`src/rtl/core/mcmf_pkg.sv`:
```
// ----------------------------------------------------------------------------
// mcmf_pkg
// Shared widths, limits and status codes of the min-cost max-flow solver.
// ----------------------------------------------------------------------------
`timescale 1ns / 1ps
`default_nettype none

package mcmf_pkg;

    localparam int MAX_NODES = 16;
    localparam int MAX_EDGES = 32;
    localparam int CAP_W     = 16;

    localparam int NODE_W    = $clog2(MAX_NODES);
    localparam int EADDR_W   = $clog2(MAX_EDGES);
    localparam int ECNT_W    = EADDR_W + 1;
    localparam int NCNT_W    = NODE_W + 1;
    localparam int DIST_W    = 6;
    localparam int SUM_W     = 21;
    localparam int COST_W    = 27;

    // edge memory word: {capacity, head, tail}
    localparam int EDGE_W    = CAP_W + 2 * NODE_W;

    localparam int IN_DATA_W  = 24;
    localparam int OUT_DATA_W = 88;
    localparam int STAT_W     = 2;
    localparam int CFG_W      = 5;
    localparam int CFG_IDX_W  = 2;

    localparam logic [CFG_IDX_W-1:0] REG_NODE_COUNT  = 2'd0;
    localparam logic [CFG_IDX_W-1:0] REG_SOURCE_NODE = 2'd1;
    localparam logic [CFG_IDX_W-1:0] REG_SINK_NODE   = 2'd2;

    localparam logic [STAT_W-1:0] ST_OK    = 2'd0;
    localparam logic [STAT_W-1:0] ST_SAME  = 2'd1;
    localparam logic [STAT_W-1:0] ST_RANGE = 2'd2;

endpackage

`default_nettype wire

```
`src/rtl/core/min_cost_max_flow_solver.sv`:
```
// ----------------------------------------------------------------------------
// min_cost_max_flow_solver
// Loads directed unit-cost edges, solves min-cost max-flow by successive
// shortest paths (Bellman-Ford) and reports the flow of every edge.
// ----------------------------------------------------------------------------
//  channel   | dir | request contents
//  s_axis    | in  | tdata {capacity, to_node, from_node}, tlast last_edge
//  m_axis    | out | tdata {total_cost, total_flow, edge_flow, edge_capacity,
//            |     |        edge_to, edge_from, edge_index}, tuser status,
//            |     |        tlast last_result
//  cfg       | in  | cfg_wr_en, cfg_index, cfg_data (write only)
//
// edges load one per cycle; the request with tlast starts the solve.
// solve: each loaded edge is read to clear its flow, then per augmenting path
// (n-1) rounds scan every loaded edge for each reached node over the single
// edge memory read port, then the path is walked twice; results wait for tready.
// s_axis_tready is low from the last edge until the final result is taken.
// reset empties the edge table and sets node_count 16, source 0, sink 15.
`timescale 1ns / 1ps
`default_nettype none

module min_cost_max_flow_solver (
    input  wire logic                              clk,
    input  wire logic                              rst_n,
    // capacity[23:8], to_node[7:4], from_node[3:0]
    input  wire logic [mcmf_pkg::IN_DATA_W-1:0]    s_axis_tdata,
    input  wire logic                              s_axis_tvalid,
    input  wire logic                              s_axis_tlast,
    output logic                                   s_axis_tready,
    // total_cost[86:66], total_flow[65:45], edge_flow[44:29],
    // edge_capacity[28:13], edge_to[12:9], edge_from[8:5], edge_index[4:0]
    output logic [mcmf_pkg::OUT_DATA_W-1:0]        m_axis_tdata,
    // status[1:0]
    output logic [mcmf_pkg::STAT_W-1:0]            m_axis_tuser,
    output logic                                   m_axis_tlast,
    output logic                                   m_axis_tvalid,
    input  wire logic                              m_axis_tready,
    input  wire logic                              cfg_wr_en,
    input  wire logic [mcmf_pkg::CFG_IDX_W-1:0]    cfg_index,
    input  wire logic [mcmf_pkg::CFG_W-1:0]        cfg_data
);

    import mcmf_pkg::*;

    localparam logic [4:0] S_LOAD     = 5'd0;
    localparam logic [4:0] S_CLR_RD   = 5'd1;
    localparam logic [4:0] S_CLR_EV   = 5'd2;
    localparam logic [4:0] S_CLR_END  = 5'd3;
    localparam logic [4:0] S_BF_INIT  = 5'd4;
    localparam logic [4:0] S_BF_U     = 5'd5;
    localparam logic [4:0] S_BF_RD    = 5'd6;
    localparam logic [4:0] S_BF_EV    = 5'd7;
    localparam logic [4:0] S_BF_CHK   = 5'd8;
    localparam logic [4:0] S_WK_RD    = 5'd9;
    localparam logic [4:0] S_WK_EV    = 5'd10;
    localparam logic [4:0] S_WK_END   = 5'd11;
    localparam logic [4:0] S_AUG_RD   = 5'd12;
    localparam logic [4:0] S_AUG_WR   = 5'd13;
    localparam logic [4:0] S_COST     = 5'd14;
    localparam logic [4:0] S_ACC      = 5'd15;
    localparam logic [4:0] S_OUT_RD   = 5'd16;
    localparam logic [4:0] S_OUT_CAP  = 5'd17;
    localparam logic [4:0] S_OUT_HOLD = 5'd18;

    logic [4:0]            state_reg;
    logic [NCNT_W-1:0]     node_count_reg;
    logic [NODE_W-1:0]     source_reg;
    logic [NODE_W-1:0]     sink_reg;
    logic [ECNT_W-1:0]     loaded_reg;
    logic [ECNT_W-1:0]     k_reg;
    logic [NCNT_W-1:0]     u_reg;
    logic [NCNT_W-1:0]     round_reg;
    logic [NODE_W-1:0]     v_reg;
    logic [NCNT_W-1:0]     steps_reg;
    logic [CAP_W-1:0]      push_reg;
    logic                  push_inf_reg;
    logic                  bad_edge_reg;
    logic [STAT_W-1:0]     status_reg;
    logic [SUM_W:0]        flow_sum_reg;
    logic signed [COST_W-1:0] cost_sum_reg;
    logic signed [CAP_W+DIST_W:0] prod_reg;

    logic signed [DIST_W-1:0] dist_reg [MAX_NODES];
    logic                     reached_reg [MAX_NODES];
    logic [EADDR_W:0]         par_reg [MAX_NODES];
    logic                     pvalid_reg [MAX_NODES];

    logic [OUT_DATA_W-1:0] out_data_reg;
    logic [STAT_W-1:0]     out_user_reg;
    logic                  out_last_reg;
    logic                  out_valid_reg;

    // memory ports
    logic                  e_we;
    logic [EADDR_W-1:0]    e_waddr;
    logic [EDGE_W-1:0]     e_wdata;
    logic [EADDR_W-1:0]    raddr;
    logic [EDGE_W-1:0]     e_rdata;
    logic                  f_we;
    logic [EADDR_W-1:0]    f_waddr;
    logic [CAP_W-1:0]      f_wdata;
    logic [CAP_W-1:0]      f_rdata;

    logic [NCNT_W-1:0]     n_eff;
    logic [NODE_W-1:0]     e_tail;
    logic [NODE_W-1:0]     e_head;
    logic [CAP_W-1:0]      e_cap;
    logic                  e_ok;
    logic [EADDR_W:0]      par_v;
    logic signed [DIST_W-1:0] d_u;
    logic signed [DIST_W-1:0] d_fwd;
    logic signed [DIST_W-1:0] d_rev;
    logic                  fire_fwd;
    logic                  fire_rev;
    logic [CAP_W-1:0]      resid;
    logic                  k_last;
    logic                  in_acc;

    assign n_eff = (node_count_reg == '0) ? NCNT_W'(1) :
                   (node_count_reg > NCNT_W'(MAX_NODES)) ? NCNT_W'(MAX_NODES) :
                   node_count_reg;

    assign e_tail = e_rdata[NODE_W-1:0];
    assign e_head = e_rdata[2*NODE_W-1:NODE_W];
    assign e_cap  = e_rdata[EDGE_W-1:2*NODE_W];
    assign e_ok   = ({1'b0, e_tail} < n_eff) && ({1'b0, e_head} < n_eff);
    assign par_v  = par_reg[v_reg];
    assign k_last = (ECNT_W'(k_reg + 1'b1) == loaded_reg);
    assign in_acc = s_axis_tvalid && s_axis_tready;

    // relaxation of one residual edge pair around node u
    assign d_u   = dist_reg[u_reg[NODE_W-1:0]];
    assign d_fwd = d_u + DIST_W'(1);
    assign d_rev = d_u - DIST_W'(1);
    assign fire_fwd = e_ok && (e_tail == u_reg[NODE_W-1:0]) && (e_cap > f_rdata)
                   && (!reached_reg[e_head] || (dist_reg[e_head] > d_fwd));
    assign fire_rev = e_ok && (e_head == u_reg[NODE_W-1:0]) && (f_rdata != '0)
                   && (!reached_reg[e_tail] || (dist_reg[e_tail] > d_rev));

    assign resid = par_v[0] ? f_rdata : CAP_W'(e_cap - f_rdata);

    always_comb
    begin
        e_we    = in_acc && (loaded_reg < ECNT_W'(MAX_EDGES));
        e_waddr = loaded_reg[EADDR_W-1:0];
        e_wdata = {s_axis_tdata[2*NODE_W+CAP_W-1:2*NODE_W],
                   s_axis_tdata[2*NODE_W-1:NODE_W], s_axis_tdata[NODE_W-1:0]};
        unique case (state_reg)
            S_WK_RD, S_WK_EV, S_AUG_RD, S_AUG_WR: raddr = par_v[EADDR_W:1];
            default:                              raddr = k_reg[EADDR_W-1:0];
        endcase
        f_we    = (state_reg == S_CLR_RD) || (state_reg == S_AUG_WR);
        f_waddr = (state_reg == S_AUG_WR) ? par_v[EADDR_W:1] : k_reg[EADDR_W-1:0];
        if (state_reg == S_AUG_WR)
        begin
            f_wdata = par_v[0] ? CAP_W'(f_rdata - push_reg) : CAP_W'(f_rdata + push_reg);
        end
        else
        begin
            f_wdata = '0;
        end
    end

    mcmf_ram #(.WIDTH(EDGE_W), .DEPTH(MAX_EDGES)) u_edge_ram (
        .clk   (clk),
        .we    (e_we),
        .waddr (e_waddr),
        .wdata (e_wdata),
        .raddr (raddr),
        .rdata (e_rdata)
    );

    mcmf_ram #(.WIDTH(CAP_W), .DEPTH(MAX_EDGES)) u_flow_ram (
        .clk   (clk),
        .we    (f_we),
        .waddr (f_waddr),
        .wdata (f_wdata),
        .raddr (raddr),
        .rdata (f_rdata)
    );

    always_ff @(posedge clk or negedge rst_n)
    begin
        if (!rst_n)
        begin
            node_count_reg <= NCNT_W'(MAX_NODES);
            source_reg     <= '0;
            sink_reg       <= NODE_W'(MAX_NODES - 1);
        end
        else if (cfg_wr_en)
        begin
            unique case (cfg_index)
                REG_NODE_COUNT:  node_count_reg <= cfg_data[NCNT_W-1:0];
                REG_SOURCE_NODE: source_reg     <= cfg_data[NODE_W-1:0];
                REG_SINK_NODE:   sink_reg       <= cfg_data[NODE_W-1:0];
                default:         ;
            endcase
        end
    end

    always_ff @(posedge clk or negedge rst_n)
    begin
        if (!rst_n)
        begin
            state_reg     <= S_LOAD;
            loaded_reg    <= '0;
            k_reg         <= '0;
            u_reg         <= '0;
            round_reg     <= '0;
            v_reg         <= '0;
            steps_reg     <= '0;
            push_reg      <= '0;
            push_inf_reg  <= 1'b1;
            bad_edge_reg  <= 1'b0;
            status_reg    <= ST_OK;
            flow_sum_reg  <= '0;
            cost_sum_reg  <= '0;
            prod_reg      <= '0;
            out_valid_reg <= 1'b0;
            for (int i = 0; i < MAX_NODES; i++)
            begin
                reached_reg[i] <= 1'b0;
                pvalid_reg[i]  <= 1'b0;
                dist_reg[i]    <= '0;
                par_reg[i]     <= '0;
            end
        end
        else
        begin
            unique case (state_reg)
                S_LOAD:
                begin
                    if (in_acc)
                    begin
                        if (loaded_reg < ECNT_W'(MAX_EDGES))
                        begin
                            loaded_reg <= ECNT_W'(loaded_reg + 1'b1);
                        end
                        if (s_axis_tlast)
                        begin
                            k_reg        <= '0;
                            bad_edge_reg <= 1'b0;
                            flow_sum_reg <= '0;
                            cost_sum_reg <= '0;
                            state_reg    <= S_CLR_RD;
                        end
                    end
                end
                S_CLR_RD:
                begin
                    state_reg <= S_CLR_EV;
                end
                S_CLR_EV:
                begin
                    if (!e_ok)
                    begin
                        bad_edge_reg <= 1'b1;
                    end
                    if (k_last)
                    begin
                        state_reg <= S_CLR_END;
                    end
                    else
                    begin
                        k_reg     <= ECNT_W'(k_reg + 1'b1);
                        state_reg <= S_CLR_RD;
                    end
                end
                S_CLR_END:
                begin
                    k_reg <= '0;
                    priority if (source_reg == sink_reg)
                    begin
                        status_reg <= ST_SAME;
                        state_reg  <= S_OUT_RD;
                    end
                    else if (({1'b0, source_reg} >= n_eff) || ({1'b0, sink_reg} >= n_eff))
                    begin
                        status_reg <= ST_RANGE;
                        state_reg  <= S_OUT_RD;
                    end
                    else
                    begin
                        status_reg <= bad_edge_reg ? ST_RANGE : ST_OK;
                        state_reg  <= S_BF_INIT;
                    end
                end
                S_BF_INIT:
                begin
                    for (int i = 0; i < MAX_NODES; i++)
                    begin
                        reached_reg[i] <= 1'b0;
                        pvalid_reg[i]  <= 1'b0;
                    end
                    reached_reg[source_reg] <= 1'b1;
                    dist_reg[source_reg]    <= '0;
                    u_reg     <= '0;
                    round_reg <= NCNT_W'(1);
                    state_reg <= (n_eff > NCNT_W'(1)) ? S_BF_U : S_BF_CHK;
                end
                S_BF_U:
                begin
                    k_reg <= '0;
                    priority if (u_reg == n_eff)
                    begin
                        u_reg <= '0;
                        if (round_reg == NCNT_W'(n_eff - 1'b1))
                        begin
                            state_reg <= S_BF_CHK;
                        end
                        else
                        begin
                            round_reg <= NCNT_W'(round_reg + 1'b1);
                        end
                    end
                    else if (!reached_reg[u_reg[NODE_W-1:0]])
                    begin
                        u_reg <= NCNT_W'(u_reg + 1'b1);
                    end
                    else
                    begin
                        state_reg <= S_BF_RD;
                    end
                end
                S_BF_RD:
                begin
                    state_reg <= S_BF_EV;
                end
                S_BF_EV:
                begin
                    // both cannot fire for the same target (self loop never improves)
                    if (fire_fwd)
                    begin
                        reached_reg[e_head] <= 1'b1;
                        dist_reg[e_head]    <= d_fwd;
                        par_reg[e_head]     <= {k_reg[EADDR_W-1:0], 1'b0};
                        pvalid_reg[e_head]  <= 1'b1;
                    end
                    if (fire_rev)
                    begin
                        reached_reg[e_tail] <= 1'b1;
                        dist_reg[e_tail]    <= d_rev;
                        par_reg[e_tail]     <= {k_reg[EADDR_W-1:0], 1'b1};
                        pvalid_reg[e_tail]  <= 1'b1;
                    end
                    if (k_last)
                    begin
                        u_reg     <= NCNT_W'(u_reg + 1'b1);
                        state_reg <= S_BF_U;
                    end
                    else
                    begin
                        k_reg     <= ECNT_W'(k_reg + 1'b1);
                        state_reg <= S_BF_RD;
                    end
                end
                S_BF_CHK:
                begin
                    k_reg        <= '0;
                    v_reg        <= sink_reg;
                    steps_reg    <= '0;
                    push_inf_reg <= 1'b1;
                    state_reg    <= reached_reg[sink_reg] ? S_WK_RD : S_OUT_RD;
                end
                S_WK_RD:
                begin
                    if ((v_reg == source_reg) || (steps_reg >= n_eff) || !pvalid_reg[v_reg])
                    begin
                        state_reg <= S_WK_END;
                    end
                    else
                    begin
                        state_reg <= S_WK_EV;
                    end
                end
                S_WK_EV:
                begin
                    if (push_inf_reg || (resid < push_reg))
                    begin
                        push_reg     <= resid;
                        push_inf_reg <= 1'b0;
                    end
                    v_reg     <= par_v[0] ? e_head : e_tail;
                    steps_reg <= NCNT_W'(steps_reg + 1'b1);
                    state_reg <= S_WK_RD;
                end
                S_WK_END:
                begin
                    k_reg <= '0;
                    if ((v_reg != source_reg) || push_inf_reg || (push_reg == '0))
                    begin
                        state_reg <= S_OUT_RD;
                    end
                    else
                    begin
                        v_reg     <= sink_reg;
                        state_reg <= S_AUG_RD;
                    end
                end
                S_AUG_RD:
                begin
                    state_reg <= (v_reg == source_reg) ? S_COST : S_AUG_WR;
                end
                S_AUG_WR:
                begin
                    v_reg     <= par_v[0] ? e_head : e_tail;
                    state_reg <= S_AUG_RD;
                end
                S_COST:
                begin
                    flow_sum_reg <= (SUM_W+1)'(flow_sum_reg + push_reg);
                    prod_reg     <= $signed({1'b0, push_reg}) * dist_reg[sink_reg];
                    state_reg    <= S_ACC;
                end
                S_ACC:
                begin
                    cost_sum_reg <= COST_W'(cost_sum_reg + COST_W'(prod_reg));
                    state_reg    <= S_BF_INIT;
                end
                S_OUT_RD:
                begin
                    state_reg <= S_OUT_CAP;
                end
                S_OUT_CAP:
                begin
                    out_valid_reg <= 1'b1;
                    state_reg     <= S_OUT_HOLD;
                end
                S_OUT_HOLD:
                begin
                    if (m_axis_tready)
                    begin
                        out_valid_reg <= 1'b0;
                        if (k_last)
                        begin
                            loaded_reg <= '0;
                            state_reg  <= S_LOAD;
                        end
                        else
                        begin
                            k_reg     <= ECNT_W'(k_reg + 1'b1);
                            state_reg <= S_OUT_RD;
                        end
                    end
                end
                default:
                begin
                    state_reg <= S_LOAD;
                end
            endcase
        end
    end

    // result payload
    always_ff @(posedge clk)
    begin
        if (state_reg == S_OUT_CAP)
        begin
            out_data_reg <= {1'b0,
                             cost_sum_reg[COST_W-1] ? SUM_W'(0) : cost_sum_reg[SUM_W-1:0],
                             flow_sum_reg[SUM_W-1:0],
                             f_rdata, e_cap, e_head, e_tail,
                             k_reg[EADDR_W-1:0]};
            out_user_reg <= status_reg;
            out_last_reg <= k_last;
        end
    end

    assign s_axis_tready = (state_reg == S_LOAD);
    assign m_axis_tdata  = out_data_reg;
    assign m_axis_tuser  = out_user_reg;
    assign m_axis_tlast  = out_last_reg;
    assign m_axis_tvalid = out_valid_reg;

endmodule

`default_nettype wire

```
`src/rtl/core/mcmf_ram.sv`:
```
// ----------------------------------------------------------------------------
// mcmf_ram
// Simple dual-port RAM: one write port, one read port, registered read data.
// ----------------------------------------------------------------------------
`timescale 1ns / 1ps
`default_nettype none

module mcmf_ram #(
    parameter int WIDTH = 8,
    parameter int DEPTH = 32
) (
    input  wire logic                     clk,
    input  wire logic                     we,
    input  wire logic [$clog2(DEPTH)-1:0] waddr,
    input  wire logic [WIDTH-1:0]         wdata,
    input  wire logic [$clog2(DEPTH)-1:0] raddr,
    output logic      [WIDTH-1:0]         rdata
);

    logic [WIDTH-1:0] mem [DEPTH];

    always_ff @(posedge clk)
    begin
        if (we)
        begin
            mem[waddr] <= wdata;
        end
        rdata <= mem[raddr];
    end

endmodule

`default_nettype wire
```
`config.mk`:
```
export PLATFORM = sky130hd
export DESIGN_NAME = min_cost_max_flow_solver
export DESIGN_NICKNAME = d
export VERILOG_FILES = /design/src/rtl/core/mcmf_pkg.sv /design/src/rtl/core/min_cost_max_flow_solver.sv /design/src/rtl/core/mcmf_ram.sv
export SDC_FILE = /design/constraint.sdc
export NUM_CORES = 2
export LEC_CHECK = 0
export BUFFER_PORTS_ARGS = -buffer_cell sky130_fd_sc_hd__buf_2
export CORE_MARGIN = 2
export CORE_UTILIZATION = 56
export DETAILED_ROUTE_END_ITERATION = 10
export MAX_ROUTING_LAYER = met4
export PLACE_DENSITY = 0.76
export SLEW_MARGIN = 20
export SYNTH_ARGS = -nofsm -noshare
export SYNTH_HDL_FRONTEND = slang
export SYNTH_SLANG_ARGS = --single-unit
```
`constraint.sdc`:
```
create_clock -name clk -period 9.3 [get_ports clk]
set_input_delay 0.465 -clock clk [delete_from_list [all_inputs] [get_ports clk]]
set_output_delay 0.465 -clock clk [all_outputs]
set_load 0.1 [all_outputs]
```
; Word-level counts from Yosys, hierarchy flattened
; Memory sizes are Yosys's and may differ from the RTL's. A register that Yosys moved wholly into a read port is not among the register bits.
; Index checks and enable logic that the tools add are counted.
[totals]
in_bits = 37
romBits = 0
elab_cells = 363
regBits = 456
out_inout_bits = 93
ramBits = 1280
latch_bits = 0
memories = 2
[memory_table]
columns = name, depth, width, read_ports, rd_ports_with_merged_regs, write_ports, line_no
row1 = u_edge_ram.mem, 32, 24, 1, 1, 1, mcmf_ram.sv:20  ; logic [WIDTH-1:0] mem [DEPTH];
row2 = u_flow_ram.mem, 32, 16, 1, 1, 1, mcmf_ram.sv:20
[classes]
n_lt_le_gt_ge = 21
n_bitwise = 12
addsub = 13
multipliers = 1
n_reduce_logical = 59
muxes = 127
shifts = 0
n_eq_ne = 42
div_mod_pow = 0
[ops]
columns = op, count
row1 = $mux 96, 6
row2 = $bwmux 96, 4
row3 = $pmux 96 s2, 1
row4 = $mux 16, 9
row5 = $mux 6, 21
row6 = $bmux 6 s4, 5
row7 = $mux 5, 20
row8 = $and 96x96->96, 1
row9 = $not 96->96, 1
row10 = $pmux 5 s19, 1
row11 = $demux 6 s4, 3
row12 = $or 16x16->16, 4
row13 = $pmux 16 s2, 2
row14 = $mux 27, 2
row15 = $pmux 27 s2, 1
row16 = $mux 22, 2
row17 = $pmux 22 s2, 1
row18 = $eq 5x4->1 const B, 8
row19 = $sub 16x16->16, 2
row20 = $ge 5x5->1 const B, 6
row21 = $not 4->5, 6
row22 = $add 27x23->27, 1
row23 = $pmux 6 s4, 1
row24 = $mul 17x6->23, 1
row25 = other kinds (56), 166

; Longest topological paths before layout
[logic_depth]
depth_word = 13
mapped_depth = 23
depth_no_buf = 21

; Hierarchy
; A second synthesis with hierarchy kept.
[unflattened]
cells_unflattened = 5810
area_unflattened_um2 = 82726.8
[by_module_without_submodules]
columns = module, cells_each, instances, area_each_um2
row1 = min_cost_max_flow_solver, 2956, 1, 31709.2
row2 = mcmf_ram at u_edge_ram, 1711, 1, 30483.0
row3 = mcmf_ram at u_flow_ram, 1143, 1, 20534.7

; Worst setup path before layout
; Ideal clock, no wire load.
[synth_timing]
path_type = reg2reg
startpoint = register sink_reg[0]
endpoint = register prod_reg[21]
stages_incl_launch_ff = 22
arrival_time_ns = 6.530
n_path_buf = 2
setup_slack_ns = 2.701
period_less_slack_ns = 6.599
path_cell_list = dfstp_2 clkbuf_1 clkbuf_1 mux4_2 mux4_2 and2_1 fa_1 inv_1 fa_1 inv_1 fa_1 fa_1 ha_1 a21o_1 a21oi_1 o21ai_0 a41o_1 a21o_1 a211oi_1 nand2b_1 or4b_2 nand3_1
[synth_between]
elab_chain_len = 5
[synth_lines]
columns = element, line_no
row1 = "start, declared", min_cost_max_flow_solver.sv:68  ; logic [NODE_W-1:0] sink_reg;
row2 = "start signal, assigned", min_cost_max_flow_solver.sv:188  ; sink_reg <= NODE_W'(MAX_NODES - 1);
row3 = "start signal, assigned", min_cost_max_flow_solver.sv:195  ; REG_SINK_NODE: sink_reg <= cfg_data[NODE_W-1:0];
row4 = $not 4->5 (not written as such), min_cost_max_flow_solver.sv:412  ; prod_reg <= $signed({1'b0, push_reg}) * dist_reg[sink_reg];
row5 = $bmux 6 s4, min_cost_max_flow_solver.sv:412
row6 = $mux 6 (not written as such) (2 in series), min_cost_max_flow_solver.sv:412
row7 = $mul 17x6->23, min_cost_max_flow_solver.sv:412
row8 = "end signal, assigned", min_cost_max_flow_solver.sv:412
row9 = "end, declared", min_cost_max_flow_solver.sv:81  ; logic signed [CAP_W+DIST_W:0] prod_reg;
; Every way passes these cells. The select of a mux whose other input is x is not followed.
; A chain may end at the register's enable or synchronous reset.

; Final worst setup path
[layout_timing]
startpoint = register sink_reg[0]
endpoint = register prod_reg[22]
; The elaborated chain is that of the path after synthesis.

==> metrics.json <==
{
  "cts_post_setup_buffers_inserted": {"value": 0},
  "ys_dominant_reg_cell": {"value": "sky130_fd_sc_hd__edfxtp_1"},
  "tns": {"value": 0, "unit": "ns"},
  "drt_pre_antenna_iters": {"value": 6},
  "minimum_clock_period": {"value": 7.15, "unit": "ns"},
  "cp_data_required_time": {"value": 9.93, "unit": "ns"},
  "synthArstFlopShare": {"value": 0.206},
  "syn_to_final_growth": {"value": 10.5, "unit": "%"},
  "initialDrtViolationCount": {"value": 7430},
  "mappedNetlistArea": {"value": 83800, "unit": "sq um"},
  "timing.final.max_slew_violations": {"value": 0},
  "tritoncts": {"value": "yes"},
  "terminus_of_the_critical_flop_to_flop_path": {"value": "prod_reg[22]"},
  "holdCritStartpoint": {"value": "cfg_index[0]"},
  "numPortBuffers": {"value": 128},
  "static_leakage": {"value": 35.6, "unit": "nW"},
  "ys_seq_elements": {"value": 1775},
  "timing.critical_path.mode_cell": {"value": "sky130_fd_sc_hd__fa_1"},
  "insertion_delay": {"value": 0.82, "unit": "ns"},
  "setup-violations-final": {"value": 0},
  "core_area": {"value": 148000, "unit": "sq um"},
  "clk_transition_reported_paths": {"value": 0.06, "unit": "ns"},
  "worstSetupStartpointType": {"value": "register"},
  "clock-sinks": {"value": 1775},
  "synth_fp_nets": {"value": 7292},
  "drive_gt1_frac": {"value": 0.136},
  "post-dp-hpwl": {"value": 145, "unit": "mm"},
  "fin_skew": {"value": 0.0483, "unit": "ns"},
  "drt_wl_total": {"value": 233, "unit": "mm"},
  "grt_max_degree": {"value": 171},
  "wire_length_of_the_first_global_routing_pass": {"value": 347, "unit": "mm"},
  "max_freq": {"value": 140, "unit": "MHz"},
  "largest_driver_fanout_on_the_critical_path": {"value": 26},
  "ports_placed_on_the_boundary": {"value": 130},
  "netlist.area_leader.share": {"value": 0.491},
  "mostFrequentLayoutCells": {"value": "sky130_fd_sc_hd__nand2_1 (1511), sky130_fd_sc_hd__edfxtp_1 (1370), sky130_fd_sc_hd__dfrtp_1 (357)"},
  "largest-register": {"value": "u_edge_ram.mem"},
  "min_to": {"value": "node_count_reg[4]"},
  "worstRegToRegCells": {"value": 19},
  "place.gp.congestion": {"value": 1.04},
  "rrSetupSlack": {"value": 2.15, "unit": "ns"},
  "seq_area_frac_synth": {"value": 0.610},
  "die_h": {"value": 391, "unit": "um"},
  "timing.final.hold_violations": {"value": 0},
  "grt_usage": {"value": 0.310},
  "floorplan.die_area": {"value": 153000, "unit": "sq um"},
  "slew_headroom": {"value": 0.199},
  "synth.yosys.warnings": {"value": 0},
  "min-delay-path-class": {"value": "in -> reg"},
  "critical_path.endpoint_type": {"value": "register"},
  "drc": {"value": 0},
  "run_status": {"value": "finished clean"},
  "grt_pass1_vias": {"value": 56800},
  "final_net_count": {"value": 7328},
  "critPathSlowestCell": {"value": "sky130_fd_sc_hd__dfstp_2"},
  "worst_path_dominant_cell_family": {"value": "adder cells"},
  "crit_chain": {"value": "mux4_2 -> mux4_2 -> and2_1 -> fa_1 -> inv_1 -> fa_1 -> inv_1 -> fa_1 -> fa_1 -> fa_1 -> a211oi_1 -> nor2_1 -> o221ai_1 -> a31oi_1 -> a21o_1 -> o21ai_0 -> o21ai_0 -> xnor2_1 -> o21ai_0"},
  "timing.critical_path.buf_inv": {"value": 2},
  "top_regs": {"value": "u_edge_ram.mem: 768 flops, u_flow_ram.mem: 512 flops"},
  "synth_unique_cells": {"value": 92},
  "crit-reg2reg-launch": {"value": "sink_reg[0]"},
  "clock_tree.htree_level_count": {"value": 4},
  "detail_route.vias_per_cell": {"value": 6.49},
  "hold_buffer_count_at_cts": {"value": 7},
  "std_cell_rows": {"value": 141},
  "routed-via-count": {"value": 59300},
  "tritoncts.num_buffers": {"value": 175},
  "layout.cells.most_common": {"value": "sky130_fd_sc_hd__nand2_1"},
  "post_synth_main_area_contributors": {"value": "sky130_fd_sc_hd__edfxtp_1 (49%), sky130_fd_sc_hd__dfrtp_1 (11%), sky130_fd_sc_hd__nand2_1 (6.8%), sky130_fd_sc_hd__mux4_2 (4.4%), sky130_fd_sc_hd__ha_1 (2.7%)"},
  "post_drt_wl_per_cell": {"value": 25.4, "unit": "um"},
  "final_antenna_net_count": {"value": 0},
  "worstSetupPathType": {"value": "reg -> reg"},
  "cpPeakStageDelay": {"value": 1.12, "unit": "ns"},
  "vdd_ir_drop_max": {"value": 0.000191, "unit": "V"},
  "avgSynthCellArea": {"value": 11.9, "unit": "sq um"},
  "holdPathStages": {"value": 4},
  "share_of_the_clock_period_used_by_the_worst_path": {"value": 0.768},
  "grt_antenna_before_repair": {"value": 11},
  "clock_tree.buffer_depth": {"value": 3},
  "worst_ep_arrival_time": {"value": 7.78, "unit": "ns"},
  "yosys.area.top_type": {"value": "sky130_fd_sc_hd__edfxtp_1"},
  "die_w": {"value": 391, "unit": "um"},
  "synth_cells": {"value": 7011},
  "largest_register_ffs": {"value": 768},
  "cts.root.buffer_cell": {"value": "sky130_fd_sc_hd__clkbuf_16"},
  "grt-ovfl-total": {"value": 0},
  "power_density": {"value": 249, "unit": "nW/um^2"},
  "initial_core_util": {"value": 0.565},
  "cap_violations": {"value": 0},
  "unrepaired_setup_endpoints_after_global_routing": {"value": "no"},
  "max_slew.worst_pin.slew": {"value": 1.19, "unit": "ns"},
  "fin_worst_hold_slack": {"value": 0.0757, "unit": "ns"},
  "synth_enable_flop_cells": {"value": 1370},
  "final_util": {"value": 0.625},
  "cts_resized": {"value": 0}
}
-- worst register-to-register path, stage by stage, from the launching register on --
cell and delay, ns:
sky130_fd_sc_hd__dfstp_2 1.12, sky130_fd_sc_hd__mux4_2 0.66, sky130_fd_sc_hd__mux4_2 0.67, sky130_fd_sc_hd__and2_1 0.26, sky130_fd_sc_hd__fa_1 0.53, sky130_fd_sc_hd__inv_1 0.06, sky130_fd_sc_hd__fa_1 0.53, sky130_fd_sc_hd__inv_1 0.05
sky130_fd_sc_hd__fa_1 0.46, sky130_fd_sc_hd__fa_1 0.52, sky130_fd_sc_hd__fa_1 0.45, sky130_fd_sc_hd__a211oi_1 0.27, sky130_fd_sc_hd__nor2_1 0.13, sky130_fd_sc_hd__o221ai_1 0.24, sky130_fd_sc_hd__a31oi_1 0.16, sky130_fd_sc_hd__a21o_1 0.21
sky130_fd_sc_hd__o21ai_0 0.26, sky130_fd_sc_hd__o21ai_0 0.16, sky130_fd_sc_hd__xnor2_1 0.17, sky130_fd_sc_hd__o21ai_0 0.08
-- layer usage --
layer	share of wire	GRT usage	wire length, um
met4	0.042	0.122	9700
met3	0.11	0.0631	24500
met2	0.46	0.472	108000
met5	0	-	0
met1	0.39	0.413	90700
-- kinds of logic after synthesis --
| group | synth area share |
|---|---|
| and+or+nand+nor | 0.157 |
| DFF | 0.610 |
| AOI/OAI and AO/OA | 0.0818 |
| buffers and inverters | 0.0257 |
| muxes | 0.0688 |
| adders and majority gates | 0.0419 |
| xor gates and xnor gates | 0.0152 |
| other | 0.0000448 |
-- synthesized netlist by cell type, types with 19 or more instances --
| master | count |
|---|---|
| sky130_fd_sc_hd__a21o_1 | 52 |
| sky130_fd_sc_hd__a21oi_1 | 188 |
| sky130_fd_sc_hd__a22o_1 | 24 |
| sky130_fd_sc_hd__a31oi_1 | 166 |
| sky130_fd_sc_hd__a32oi_1 | 43 |
| sky130_fd_sc_hd__and2_1 | 91 |
| sky130_fd_sc_hd__and3_1 | 341 |
| sky130_fd_sc_hd__buf_1 | 58 |
| sky130_fd_sc_hd__buf_2 | 31 |
| sky130_fd_sc_hd__clkbuf_1 | 343 |
| sky130_fd_sc_hd__dfrtp_1 | 359 |
| sky130_fd_sc_hd__dfxtp_1 | 40 |
| sky130_fd_sc_hd__edfxtp_1 | 1370 |
| sky130_fd_sc_hd__fa_1 | 61 |
| sky130_fd_sc_hd__ha_1 | 183 |
| sky130_fd_sc_hd__inv_1 | 102 |
| sky130_fd_sc_hd__mux2_2 | 123 |
| sky130_fd_sc_hd__mux2i_1 | 66 |
| sky130_fd_sc_hd__mux4_2 | 164 |
| sky130_fd_sc_hd__nand2_1 | 1514 |
| sky130_fd_sc_hd__nand2b_1 | 24 |
| sky130_fd_sc_hd__nand3_1 | 320 |
| sky130_fd_sc_hd__nand4_1 | 24 |
| sky130_fd_sc_hd__nor2_1 | 257 |
| sky130_fd_sc_hd__nor2b_1 | 48 |
| sky130_fd_sc_hd__nor3_1 | 62 |
| sky130_fd_sc_hd__nor4_1 | 67 |
| sky130_fd_sc_hd__o211ai_1 | 21 |
| sky130_fd_sc_hd__o21ai_0 | 330 |
| sky130_fd_sc_hd__o21bai_1 | 23 |
| sky130_fd_sc_hd__o22ai_1 | 56 |
| sky130_fd_sc_hd__o31ai_1 | 21 |
| sky130_fd_sc_hd__or3_1 | 26 |
| sky130_fd_sc_hd__or4_1 | 19 |
| sky130_fd_sc_hd__xnor2_1 | 76 |
| sky130_fd_sc_hd__xor2_1 | 69 |
-- per-stage QoR --
step / worst slack, ns / instances / power [mW] / area [sq um]
after global routing: 1.84 / 9135 / 24.0 / 92500
after global placement: 2.21 / 8792 / 15.8 / 86700
final: 2.15 / 9141 / 23.1 / 92600
after CTS: 2.15 / 9125 / 22.9 / 92500
after floorplan: 2.70 / 7011 / 14.0 / 83800
after detailed placement: 2.15 / 8792 / 16.0 / 86700
-- cell type report --
| class | instances | area (sq um) |
|---|---|---|
| clock inverter | 91 | 897 |
| inverter | 107 | 402 |
| tap | 1930 | 2410 |
| fill | 10900 | 55600 |
| multi-input combinational | 4687 | 30900 |
| clock buffer | 235 | 4800 |
| sequential | 1775 | 51100 |
| antenna | 15 | 37.5 |
| timing repair buffer | 301 | 2020 |
-- power by group --
part | switching, mW | total [mW] | internal (mW) | leakage (nW)
combinational | 4.19 | 6.44 | 2.25 | 14.8
clock | 3.09 | 7.01 | 3.91 | 2.78
sequential | 0.631 | 9.61 | 8.97 | 18.0
total | 7.91 | 23.1 | 15.1 | 35.6
-- how the worst max path moves through the flow --
stage	slack [ns]	start	endpoint	depth (start not counted)
after detailed placement	2.15	sink_reg[0]	prod_reg[22]	19
after CTS	2.15	sink_reg[0]	prod_reg[21]	19
after floorplan	2.70	sink_reg[0]	prod_reg[21]	21
after global placement	2.21	sink_reg[0]	prod_reg[22]	19
final	2.15	sink_reg[0]	prod_reg[22]	19
after global routing	1.84	sink_reg[0]	prod_reg[22]	19
Power figures use the tool's default switching activity.
